$ cat src/hdl/sfd_pkg.sv
// shared constants and types for the sbus frame decoder
`timescale 1ns / 1ps
`default_nettype none
package sfd_pkg;

  localparam int FRAME_LEN    = 25;
  localparam int NUM_CHANNELS = 16;
  localparam int CHAN_BITS    = 11;
  localparam int DATA_BYTES   = 22;
  localparam int DATA_BITS    = DATA_BYTES * 8;
  localparam int FLAG_POS     = 23;
  localparam int QUEUE_DEPTH  = 2;

  localparam logic [7:0] HEADER_BYTE    = 8'h0F;
  localparam logic [7:0] END_CHECK_MASK = 8'hF0;
  localparam logic [7:0] LOST_BIT       = 8'h04;
  localparam logic [7:0] FAILSAFE_BIT   = 8'h08;

  typedef logic [$clog2(FRAME_LEN)-1:0] byte_count_t;
  typedef logic [$clog2(NUM_CHANNELS)-1:0] chan_idx_t;

  typedef struct packed {
    logic [DATA_BITS-1:0] data;
    logic                 lost;
    logic                 failsafe;
  } frame_t;

endpackage
`default_nettype wire

$ cat src/hdl/sfd_front.sv
// front end: header hunt, byte collection and end byte check
`timescale 1ns / 1ps
`default_nettype none
module sfd_front (
  input  wire logic            clk,
  input  wire logic            rst,
  input  wire logic            in_valid,
  output logic                 in_ready,
  input  wire logic [7:0]      rx_byte,
  output logic                 push,
  output sfd_pkg::frame_t      push_frame,
  input  wire logic            q_full
);

  sfd_pkg::byte_count_t               byte_count;
  logic [sfd_pkg::DATA_BITS-1:0]      data;
  logic [7:0]                         flags;
  logic                               accept;
  logic                               at_end;

  assign at_end   = byte_count == sfd_pkg::byte_count_t'(sfd_pkg::FRAME_LEN - 1);
  // only the end byte can need queue room
  assign in_ready = !(at_end && q_full);
  assign accept   = in_valid && in_ready;
  assign push     = accept && at_end && ((rx_byte & sfd_pkg::END_CHECK_MASK) == 8'h00);

  assign push_frame.data     = data;
  assign push_frame.lost     = (flags & sfd_pkg::LOST_BIT) != 8'h00;
  assign push_frame.failsafe = (flags & sfd_pkg::FAILSAFE_BIT) != 8'h00;

  always_ff @(posedge clk) begin
    if (rst) begin
      byte_count <= '0;
    end else if (accept) begin
      if (byte_count == '0) begin
        if (rx_byte == sfd_pkg::HEADER_BYTE) begin
          byte_count <= sfd_pkg::byte_count_t'(1);
        end
      end else if (at_end) begin
        byte_count <= '0;
      end else begin
        byte_count <= byte_count + sfd_pkg::byte_count_t'(1);
      end
    end
  end

  // data bytes shift in from the top, so byte 1 ends up in the low bits
  always_ff @(posedge clk) begin
    if (accept && byte_count != '0) begin
      if (byte_count <= sfd_pkg::byte_count_t'(sfd_pkg::DATA_BYTES)) begin
        data <= {rx_byte, data[sfd_pkg::DATA_BITS-1:8]};
      end
      if (byte_count == sfd_pkg::byte_count_t'(sfd_pkg::FLAG_POS)) begin
        flags <= rx_byte;
      end
    end
  end

endmodule
`default_nettype wire

$ cat src/hdl/sfd_queue.sv
// small queue of decoded-ready frames between front and back end
`timescale 1ns / 1ps
`default_nettype none
module sfd_queue #(
  parameter int Depth = sfd_pkg::QUEUE_DEPTH
) (
  input  wire logic            clk,
  input  wire logic            rst,
  input  wire logic            push,
  input  wire sfd_pkg::frame_t push_frame,
  output logic                 full,
  input  wire logic            pop,
  output logic                 not_empty,
  output sfd_pkg::frame_t      head
);

  localparam int PtrW = (Depth > 1) ? $clog2(Depth) : 1;
  localparam int CntW = $clog2(Depth + 1);

  sfd_pkg::frame_t   entries [Depth];
  logic [PtrW-1:0]   wr_ptr;
  logic [PtrW-1:0]   rd_ptr;
  logic [CntW-1:0]   count;

  assign full      = count == CntW'(Depth);
  assign not_empty = count != '0;
  assign head      = entries[rd_ptr];

  always_ff @(posedge clk) begin
    if (rst) begin
      wr_ptr <= '0;
      rd_ptr <= '0;
      count  <= '0;
    end else begin
      if (push) begin
        wr_ptr <= (wr_ptr == PtrW'(Depth - 1)) ? '0 : wr_ptr + PtrW'(1);
      end
      if (pop) begin
        rd_ptr <= (rd_ptr == PtrW'(Depth - 1)) ? '0 : rd_ptr + PtrW'(1);
      end
      if (push && !pop) begin
        count <= count + CntW'(1);
      end else if (pop && !push) begin
        count <= count - CntW'(1);
      end
    end
  end

  always_ff @(posedge clk) begin
    if (push) begin
      entries[wr_ptr] <= push_frame;
    end
  end

endmodule
`default_nettype wire

$ cat src/hdl/sfd_back.sv
// back end: unpacks one channel per cycle into the output register unless out_ready stalls it
`timescale 1ns / 1ps
`default_nettype none
module sfd_back (
  input  wire logic            clk,
  input  wire logic            rst,
  input  wire logic            q_not_empty,
  input  wire sfd_pkg::frame_t head,
  output logic                 pop,
  output logic                 out_valid,
  input  wire logic            out_ready,
  output logic [3:0]           channel_index,
  output logic [10:0]          channel_value,
  output logic                 frame_lost,
  output logic                 failsafe_flag,
  output logic                 last_channel
);

  sfd_pkg::chan_idx_t ch_cnt;
  logic               advance;
  logic               is_last;

  assign advance = !out_valid || out_ready;
  assign is_last = ch_cnt == sfd_pkg::chan_idx_t'(sfd_pkg::NUM_CHANNELS - 1);
  assign pop     = advance && q_not_empty && is_last;

  always_ff @(posedge clk) begin
    if (rst) begin
      out_valid <= 1'b0;
      ch_cnt    <= '0;
    end else if (advance) begin
      out_valid <= q_not_empty;
      if (q_not_empty) begin
        ch_cnt <= ch_cnt + sfd_pkg::chan_idx_t'(1);
      end
    end
  end

  always_ff @(posedge clk) begin
    if (advance && q_not_empty) begin
      channel_index <= ch_cnt;
      channel_value <= head.data[ch_cnt * sfd_pkg::CHAN_BITS +: sfd_pkg::CHAN_BITS];
      frame_lost    <= head.lost;
      failsafe_flag <= head.failsafe;
      last_channel  <= is_last;
    end
  end

endmodule
`default_nettype wire

$ cat src/hdl/sbus_frame_decoder.sv
// top level of the sbus frame decoder
// Takes one received byte per cycle on the in channel while in_ready is high.
// Bytes are dropped until a 0x0F header opens a frame; 25 bytes make a frame.
// If the end byte has a zero upper nibble, the frame goes into a two-frame
// queue and the back end sends 16 words, channels 0 to 15, one per cycle
// unless out_ready stalls it, each with the frame lost and failsafe flags
// and a last mark on channel 15. in_ready drops only on the end byte of a
// frame while the queue is full; the back end uses a single channel unpacker.
`timescale 1ns / 1ps
`default_nettype none
module sbus_frame_decoder #(
  parameter int QueueDepth = sfd_pkg::QUEUE_DEPTH
) (
  input  wire logic        clk,
  input  wire logic        rst,
  input  wire logic        in_valid,
  output logic             in_ready,
  input  wire logic [7:0]  rx_byte,
  output logic             out_valid,
  input  wire logic        out_ready,
  output logic [3:0]       channel_index,
  output logic [10:0]      channel_value,
  output logic             frame_lost,
  output logic             failsafe_flag,
  output logic             last_channel
);

  logic            push;
  sfd_pkg::frame_t push_frame;
  logic            q_full;
  logic            pop;
  logic            q_not_empty;
  sfd_pkg::frame_t head;

  sfd_front u_front (
    .clk        (clk),
    .rst        (rst),
    .in_valid   (in_valid),
    .in_ready   (in_ready),
    .rx_byte    (rx_byte),
    .push       (push),
    .push_frame (push_frame),
    .q_full     (q_full)
  );

  sfd_queue #(
    .Depth (QueueDepth)
  ) u_queue (
    .clk        (clk),
    .rst        (rst),
    .push       (push),
    .push_frame (push_frame),
    .full       (q_full),
    .pop        (pop),
    .not_empty  (q_not_empty),
    .head       (head)
  );

  sfd_back u_back (
    .clk           (clk),
    .rst           (rst),
    .q_not_empty   (q_not_empty),
    .head          (head),
    .pop           (pop),
    .out_valid     (out_valid),
    .out_ready     (out_ready),
    .channel_index (channel_index),
    .channel_value (channel_value),
    .frame_lost    (frame_lost),
    .failsafe_flag (failsafe_flag),
    .last_channel  (last_channel)
  );

endmodule
`default_nettype wire
$ cat config.mk
export PLATFORM = sky130hd
export DESIGN_NAME = sbus_frame_decoder
export DESIGN_NICKNAME = d
export VERILOG_FILES = /design/src/hdl/sfd_pkg.sv /design/src/hdl/sfd_front.sv /design/src/hdl/sfd_queue.sv /design/src/hdl/sfd_back.sv /design/src/hdl/sbus_frame_decoder.sv
export SDC_FILE = /design/constraint.sdc
export NUM_CORES = 1
export LEC_CHECK = 0
export ABC_AREA = 1
export BUFFER_PORTS_ARGS = -buffer_cell sky130_fd_sc_hd__buf_2
export CAP_MARGIN = 20
export CORE_UTILIZATION = 43
export CTS_CLUSTER_DIAMETER = 60
export DETAILED_ROUTE_END_ITERATION = 12
export GPL_TIMING_DRIVEN = 0
export SKIP_LAST_GASP = 1
export SLEW_MARGIN = 20
export SYNTH_ARGS = -nofsm -noshare
export SYNTH_HDL_FRONTEND = slang
export SYNTH_HIERARCHICAL = 1
export SYNTH_SLANG_ARGS = --single-unit
$ cat constraint.sdc
create_clock -name clk -period 19.7 [get_ports clk]
set_input_delay 1.97 -clock clk [delete_from_list [all_inputs] [get_ports clk]]
set_output_delay 1.97 -clock clk [all_outputs]
set_load 0.1 [all_outputs]
# == After elaboration in Yosys (flattened, before gate mapping) ==
# Memories as Yosys holds them, arrays and structs flattened. A register that Yosys moved wholly into a read port is not among the register bits.
# Cells that the tools add are included.
# totals
memories,1
inputBits,12
out_inout_bits,20
mem_bits_rw,356
word_cells,63
regBits,212
# op_classes
n_mux,11
addsub,6
magnitude_cmp,1
n_shift,1
multipliers,1
n_eq_ne,6
reduce_logical,23
# mem_list
name,depth,width,rd,rd_ports_with_merged_regs,write_ports,line,text
u_queue.entries,2,178,1,1,1,sfd_queue.sv:20,sfd_pkg::frame_t entries [Depth];
# op_table
op,n
indexed part select 176 x 9 -> 11 bit,1
2-to-1 mux 5 bit,3
"equality test 5 bit, second input constant",2
logical AND 1 bit,9
"equality test 8 x 4 -> 1 bit, second input constant",1
zero test 8 bit,1
"multiplier 4 x 4 -> 8 bit, second input constant",1
AND reduction 2 bit,4
2-to-1 mux 1 bit,6
"adder 5 x 1 -> 5 bit, second input constant",1
"<= comparator 5 bit, second input constant",1
zero test 5 bit,1
nonzero test 5 bit,1
"adder 4 x 1 -> 4 bit, second input constant",1
"equality test 4 bit, second input constant",1
zero test 1 bit,4
2-to-1 mux 2 bit,2
nonzero test 2 bit,2
"adder 1 bit, second input constant",2
"adder 2 x 1 -> 2 bit, second input constant",1
"equality test 2 bit, second input constant",1
"inequality test 2 bit, second input constant",1
"subtractor 2 x 1 -> 2 bit, second input constant",1
logical OR 1 bit,1

# == Longest topological paths before layout ==
# Gate-level depths: netlist of run 1.
# logic_depth
ltp_word,10
ltp_mapped,14
ltp_nobuf,14

# == By module ==
# Netlist of run 1, hierarchy kept.
# by_module_without_submodules
mod,seq_area_each_um2,n_inst,area_each_um2,cells_each
sfd_queue,10790.3,1,13494.2,587
sfd_front,5445.2,1,5801.8,255
sfd_back,640.6,1,3129.3,626

# == Worst setup path before layout of run 1 ==
# OpenSTA, ideal clock, no wires.
# synth_path
path_type,in2reg
start,input port in_valid
end,"register u_front/data[0] (netlist name), enable pin"
arrival_ns,14.100
n_path_buf,0
setup_time_ns,0.927
slack_ns,4.673
path_stages,4
required_ns,18.773
cell_sequence,nand2_4 -> nor2_2 -> inv_1 -> nor3_1
# synth_between
elab_chain_len,3
# synth_rtl
element,line,text
from (decl),sbus_frame_decoder.sv:16,"input wire logic in_valid,"
logical AND 1 bit,sfd_front.sv:24,assign accept = in_valid && in_ready;
logical AND 1 bit,sfd_front.sv:49,if (accept && byte_count != '0) begin
AND reduction 2 bit (no line),--,
to (signal assigned),sfd_front.sv:51,"data <= {rx_byte, data[sfd_pkg::DATA_BITS-1:8]};"
to (decl),sfd_front.sv:16,logic [sfd_pkg::DATA_BITS-1:0] data;
# Every way passes these cells.
# A chain may end at the register's enable or synchronous reset.

# == Worst setup path after layout of run 1 ==
# layout_path
start,input port in_valid
end,"register u_front/data[92] (netlist name), enable pin"
# The elaborated chain is that of the path after synthesis.

==> results of run 1 <==
-- critical path, delay by kind of cell --
family	cells	cell delay, ns
and+or+nand+nor	3	0.76
buffers and inverters	9	1.57
-- cell usage after synthesis --
cell type,number,area [um^2]
a211oi_1,1,7.51
a21oi_1,10,50.1
buf_1,1,3.75
buf_2,30,150
buf_4,3,22.5
buf_6,17,191
clkbuf_1,2,7.51
clkbuf_2,1,5.00
dfxtp_1,15,300
edfxtp_1,552,16600
ha_1,5,62.6
inv_1,196,736
inv_2,3,11.3
inv_4,1,6.26
mux2_2,77,867
mux2_4,101,1520
nand2_1,299,1120
nand2_2,3,18.8
nand2_4,1,11.3
nand3_1,116,581
nand3_4,1,17.5
nand4_1,2,12.5
nor2_1,18,67.6
nor2_2,1,6.26
nor3_1,4,20.0
nor3_2,1,10.0
nor4_1,2,12.5
o21ai_0,3,15.0
xnor2_1,1,8.76
xor2_1,1,8.76
-- report_power, final --
group          internal [mW]  switching [mW]
combinational        0.00144         0.00270
clock                  0.599           0.437
sequential              1.30        0.000428
-- final cells by class --
| type | count | area share |
|---|---|---|
| clock buffer | 73 | 0.0595 |
| clock inverter | 31 | 0.0101 |
| buffer | 54 | 0.0148 |
| tap | 680 | 0.0331 |
| multi-input combinational | 647 | 0.172 |
| sequential | 567 | 0.657 |
| timing repair buffer | 65 | 0.0238 |
| inverter | 200 | 0.0296 |
-- flip-flops by register name, summed over array words and instances, names as in the netlist, 2 cells and up, named ones only --
| signal | count |
|---|---|
| u_queue/entries | 356 |
| u_front/data | 176 |
| u_back/channel_value | 11 |
| u_front/byte_count | 5 |
| u_back/ch_cnt | 4 |
| u_back/channel_index | 4 |
| u_front/flags | 2 |
| u_queue/count | 2 |
-- layer usage --
layer,track usage,wire [um],share of wire,up-vias
li1,-,-,-,5363
met1,0.230,19200,0.44,5662
met2,0.271,21000,0.48,275
met3,0.0314,2490,0.057,75
met4,0.0493,1000,0.023,0
met5,0,0,0,-
-- logic make-up (layout without fill, tap and decap cells) --
logic type,after synthesis,after routing,synth area share
buffers and inverters,254,423,0.0505
and+or+nand+nor,448,448,0.0838
AOI/OAI and AO/OA,14,14,0.00324
muxes,178,178,0.106
DFF,567,567,0.753
xor gates and xnor gates,2,2,0.000781
adders and majority gates,5,5,0.00279
-- stage by stage --
step | hold slack [ns] | area [um^2] | util | power, mW
2_1_floorplan | 0.407 | 22400 | - | 1.33
3_3_place_gp | 0.423 | 23400 | 0.456 | 1.33
3_5_place_dp | 0.430 | 23900 | 0.465 | 1.33
4_1_cts | 0.443 | 25700 | 0.500 | 2.37
5_1_grt | 0.449 | 25700 | 0.500 | 2.41
6_report | 0.443 | 25700 | 0.500 | 2.34
-- worst paths after layout --
check / endpoint / slack (ns) / cells after the start
setup / recovery: u_front/data[92] / 15.68 / 12
hold / removal: u_queue/entries[0][9] / 0.44 / 0
setup reg to reg: u_front/data[92] / 16.18 / 16
hold reg to reg: u_queue/entries[0][9] / 0.44 / 0
==> reports/results.tsv, run 1 <==
metric	value	unit
maximum VDD drop	0.0000695	V
Finish-stage setup viols	0	
non-filler cells, final	2317	
Post-Syn Area	22400	um^2
Place WS	15.02	ns
Rel. slew slack	0.288	
initial antenna violation count	0	
row cnt	83	
RSZ-0062 raised after global routing	false	
Worst Path Required	20.00	ns
commonest non-fill, non-tap cells in the layout	edfxtp_1 (552), nand2_1 (299), inv_1 (195)	
area of the multi-input gates	4430	um^2
CTS sink cnt	567	
routed wire length per instance	18.8	um
Setup CP Type	input pin to flop	
synthesized area per cell	15.3	um^2
clock slew at reported path FFs	0.06	ns
final setup margin	15.68	ns
post-CTS sizing	0	
GPL Wtd Cong	0.788	
Worst path max stage delay	0.51	ns
Pre-antenna DRT Iters	5	
nets@finish	1610	
Filler cells	4348	
Hold Crit Class	flop to flop	
Mapped Nets	1485	
CP Launch Type	input pin	
Post-CTS Setup Inserts	0	
worst setup path startpoint	in_valid	
Initial Util	0.436	
Die Area	53100	um^2
Detail Route Antenna Nets	0	
Ys Warns	6	
Final Max Tran Viols	0	
Die Y	230	um
Netlist cell types	30	
TritonCTS clock tree	built	
clock latency on the worst-skew pair	0.61	ns
Critical Path Most Common Cell	buf_4	
H-tree levels	2	
Clock Skews	0.0196	ns
Post-DP HPWL	29200	um
global-route wire length before repair	66900	um
worst path cell trace	buf_2 > nand2_4 > nor2_2 > inv_1 > nor3_2 > buf_6 > buf_6 > buf_4 > buf_4 > buf_4 > buf_4 > buf_4	
Final Hold Viols	0	
via density per instance	4.91	
n_diodes	0	
setup TNS	0	ns
crit end category	flop	
Area Growth Syn to Fin	14.6	%
fmax	0.249	GHz
total CTS buffers	58	
CP arrival	4.33	ns
Worst Min Path Start	u_front/data[7]	
most common cell after layout, fill and taps aside	edfxtp_1	
cells after synthesis	1468	
post-layout min period	4.02	ns
Static Leak	9.57	nW
Global Route Usage Sum	0.167	
Post-Place Cells	2213	
Worst Tran Pin Value	1.07	ns
slowest CP cell	nor3_2	
DRC	0	
Synth Register Bits	567	
crit share post-route	0.204	
chip width	230	um
Longest Clk Path Bufs	3	
drt total wl	43600	um
cts hold-fix bufs	0	
status	finished clean	
port bufs	31	
boundary pin count	32	
Crit Path Max Fanout	10	
via count	11400	
Max Cap Viol	0	
vias in the first global route	11400	
r2r startpoint	u_front/byte_count[0]	
Core ar.	51400	um^2
CTS root buffer	clkbuf_16	
initial drt markers	880	
Seq/Total Area, Yosys	0.753	
pwr dens	91.2	nW/um^2
layout cells sized above 1	0.237	
largest net degree at the start of global routing	72	
GRT Residual Overflow	0	
storage element area	16900	um^2
Power figures use the tool's default switching activity.
==> run 2, diff against run 1 <==
==> constraint.sdc (replaced) <==
create_clock -name clk -period 3.79 [get_ports clk]
set_input_delay 0.379 -clock clk [delete_from_list [all_inputs] [get_ports clk]]
set_output_delay 0.379 -clock clk [all_outputs]
set_load 0.1 [all_outputs]
==> run 2 against run 1 <==
Against the previous run: cell count increased by 0.30%; clock skew decreased by 0.0033 ns; sequential share of layout area decreased by 0.89 points.
==> reports/results.tsv, run 2 (synthesis gave the netlist of run 1 again) <==
metric	value	unit
worst-case reg-to-reg path depth	12	
Detail Route Antenna Nets	0	
r2r setup slk	0.22	ns
Worst Tran Pin Value	1.07	ns
Post-CTS Setup Inserts	0	
post-CTS sizing	0	
storage element area	16900	um^2
H-tree levels	2	
Rel. slew slack	0.283	
capture point of the worst reg-to-reg path	u_queue/entries[0][73]	
Die Y	230	um
cts hold-fix bufs	7	
n_diodes	0	
Int Pwr	10.0	mW
Core ar.	51400	um^2
DRC	0	
Filler cells	4270	
Crit Path Max Fanout	21	
Final Hold Viols	0	
CTS sink cnt	567	
GPL Wtd Cong	0.823	
via count	11400	
Hold Crit Class	input pin to flop	
most flop-heavy register	u_queue/entries	
Worst Path Required	4.10	ns
maximum VDD drop	0.000335	V
initial antenna violation count	1	
GRT Residual Overflow	0	
nets@finish	1613	
Finish-stage setup viols	0	
Initial Util	0.436	
Die Area	53100	um^2
fmax	0.280	GHz
Max Cap Viol	0	
TritonCTS clock tree	built	
boundary pin count	32	
r2r startpoint	u_front/byte_count[0]	
crit end category	flop	
fin area	26100	um^2
clock latency on the worst-skew pair	0.61	ns
clock slew at reported path FFs	0.06	ns
worst setup path end	u_queue/entries[0][73]	
vias in the first global route	11400	
global-route wire length before repair	67500	um
CP arrival	3.88	ns
Static Leak	9.66	nW
Final Max Tran Viols	0	
port bufs	31	
top flop regs	u_queue/entries: 356 flops, u_front/data: 176 flops, u_back/channel_value: 11 flops	
Cell Area, Placed	24100	um^2
post-layout min period	3.57	ns
via density per instance	4.90	
commonest non-fill, non-tap cells in the layout	edfxtp_1 (552), nand2_1 (299), inv_1 (191)	
crit share post-route	0.941	
Clock power frac	0.450	
worst setup path startpoint	u_front/byte_count[0]	
layout cells sized above 1	0.245	
RSZ-0062 raised after global routing	false	
status	finished clean	
max FFs per register	356	
sw frac	0.190	
worst path cell trace	inv_2 > ha_4 > nand2_2 > nor2_1 > inv_1 > nor4_1 > inv_1 > nor2_4 > buf_12 > buf_16 > buf_16 > buf_16	
drt total wl	44000	um
Net Switching	2.35	mW
Clock Skews	0.0163	ns
chip width	230	um
part of the power in registers	0.548	
area of the multi-input gates	4450	um^2
Logic pwr share	0.002	
row cnt	83	
largest net degree at the start of global routing	29	
Post-DP HPWL	30000	um
Post-Route Utilization	0.507	
Longest Clk Path Bufs	3	
Worst path max stage delay	0.85	ns
total CTS buffers	57	
CTS root buffer	clkbuf_16	
Area Growth Syn to Fin	16.2	%
CP Launch Type	flop	
Pre-antenna DRT Iters	5	
slowest CP cell	nor4_1	
routed wire length per instance	18.9	um
initial drt markers	955	
Global Route Usage Sum	0.169	
most common cell after layout, fill and taps aside	edfxtp_1	
Setup CP Type	flop to flop	
pwr dens	475	nW/um^2
Critical Path Most Common Cell	buf_16	
==> run 2: cell types whose count changed in the layout (fill, tap and decap cells not counted), moves of 3 or more <==
cell	previous run	this run
clkbuf_1	16	9
bufinv_16	4	7
dlygate4sd3_1	0	7
buf_8	0	9
buf_4	21	3
clkinv_2	12	16
clkinvlp_4	3	8
inv_1	195	191
buf_16	6	12
inv_2	3	7
==> run 2: how the worst min path moves through the flow <==
stage / from / end / slack [ns] / depth (start not counted)
after floorplan: u_back/ch_cnt[2] / u_back/channel_index[2] / 0.41 / 0
after global placement: u_front/data[4] / u_queue/entries[0][6] / 0.42 / 0
after detailed placement: u_front/data[4] / u_queue/entries[1][6] / 0.43 / 0
after CTS: out_ready / u_back/out_valid / 0.02 / 4
after global routing: rx_byte[3] / u_front/data[171] / 0.04 / 1
final: out_ready / u_back/out_valid / 0.05 / 4
==> run 2: worst max-delay path: cells and delay by family (launching register included) <==
| kind | cells | cell delay, ns |
|---|---|---|
| buf+inv | 7 | 1.22 |
| fa+ha+maj | 1 | 0.15 |
| flops | 1 | 0.35 |
| simple gates | 4 | 1.52 |
==> run 2: layer usage <==
| metal | up-vias | global-route usage | share of wire |
|---|---|---|---|
| met4 | 2 | 0.0596 | 0.027 |
| li1 | 5384 | - | - |
| met5 | - | 0 | 0.00030 |
| met2 | 290 | 0.270 | 0.47 |
| met1 | 5627 | 0.231 | 0.44 |
| met3 | 87 | 0.0329 | 0.062 |
==> run 2: power by group through the flow <==
stage | Combinational, mW | Sequential [mW] | Clock [mW]
4_1_cts | 0.0287 | 6.78 | 5.71
3_5_place_dp | 0.0230 | 6.91 | 0
2_1_floorplan | 0.00761 | 6.91 | 0
6_report | 0.0283 | 6.78 | 5.57
3_3_place_gp | 0.0212 | 6.91 | 0
5_1_grt | 0.0313 | 6.78 | 5.92
==> run 2: final cells by class <==
cell class	instances	share of cell area
Multi-Input combinational cell	647	0.171
Inverter	200	0.0291
Timing Repair Buffer	69	0.0332
Sequential cell	567	0.648
Tap cell	680	0.0327
Clock buffer	64	0.0558
Clock inverter	43	0.0159
Buffer	54	0.0146
==> run 2: through the flow <==
step	cells	power, mW	TNS [ns]	hold slack [ns]	worst slack, ns
final	2324	12.4	0	0.0496	0.224
after global routing	2324	12.7	0	0.0439	0.0716
after CTS	2324	12.5	0	0.0167	0.256
after detailed placement	2210	6.94	0	0.430	0.292
after global placement	2179	6.93	-1800.67	0.422	-4.69
after floorplan	1468	6.92	-638.08	0.407	-2.10
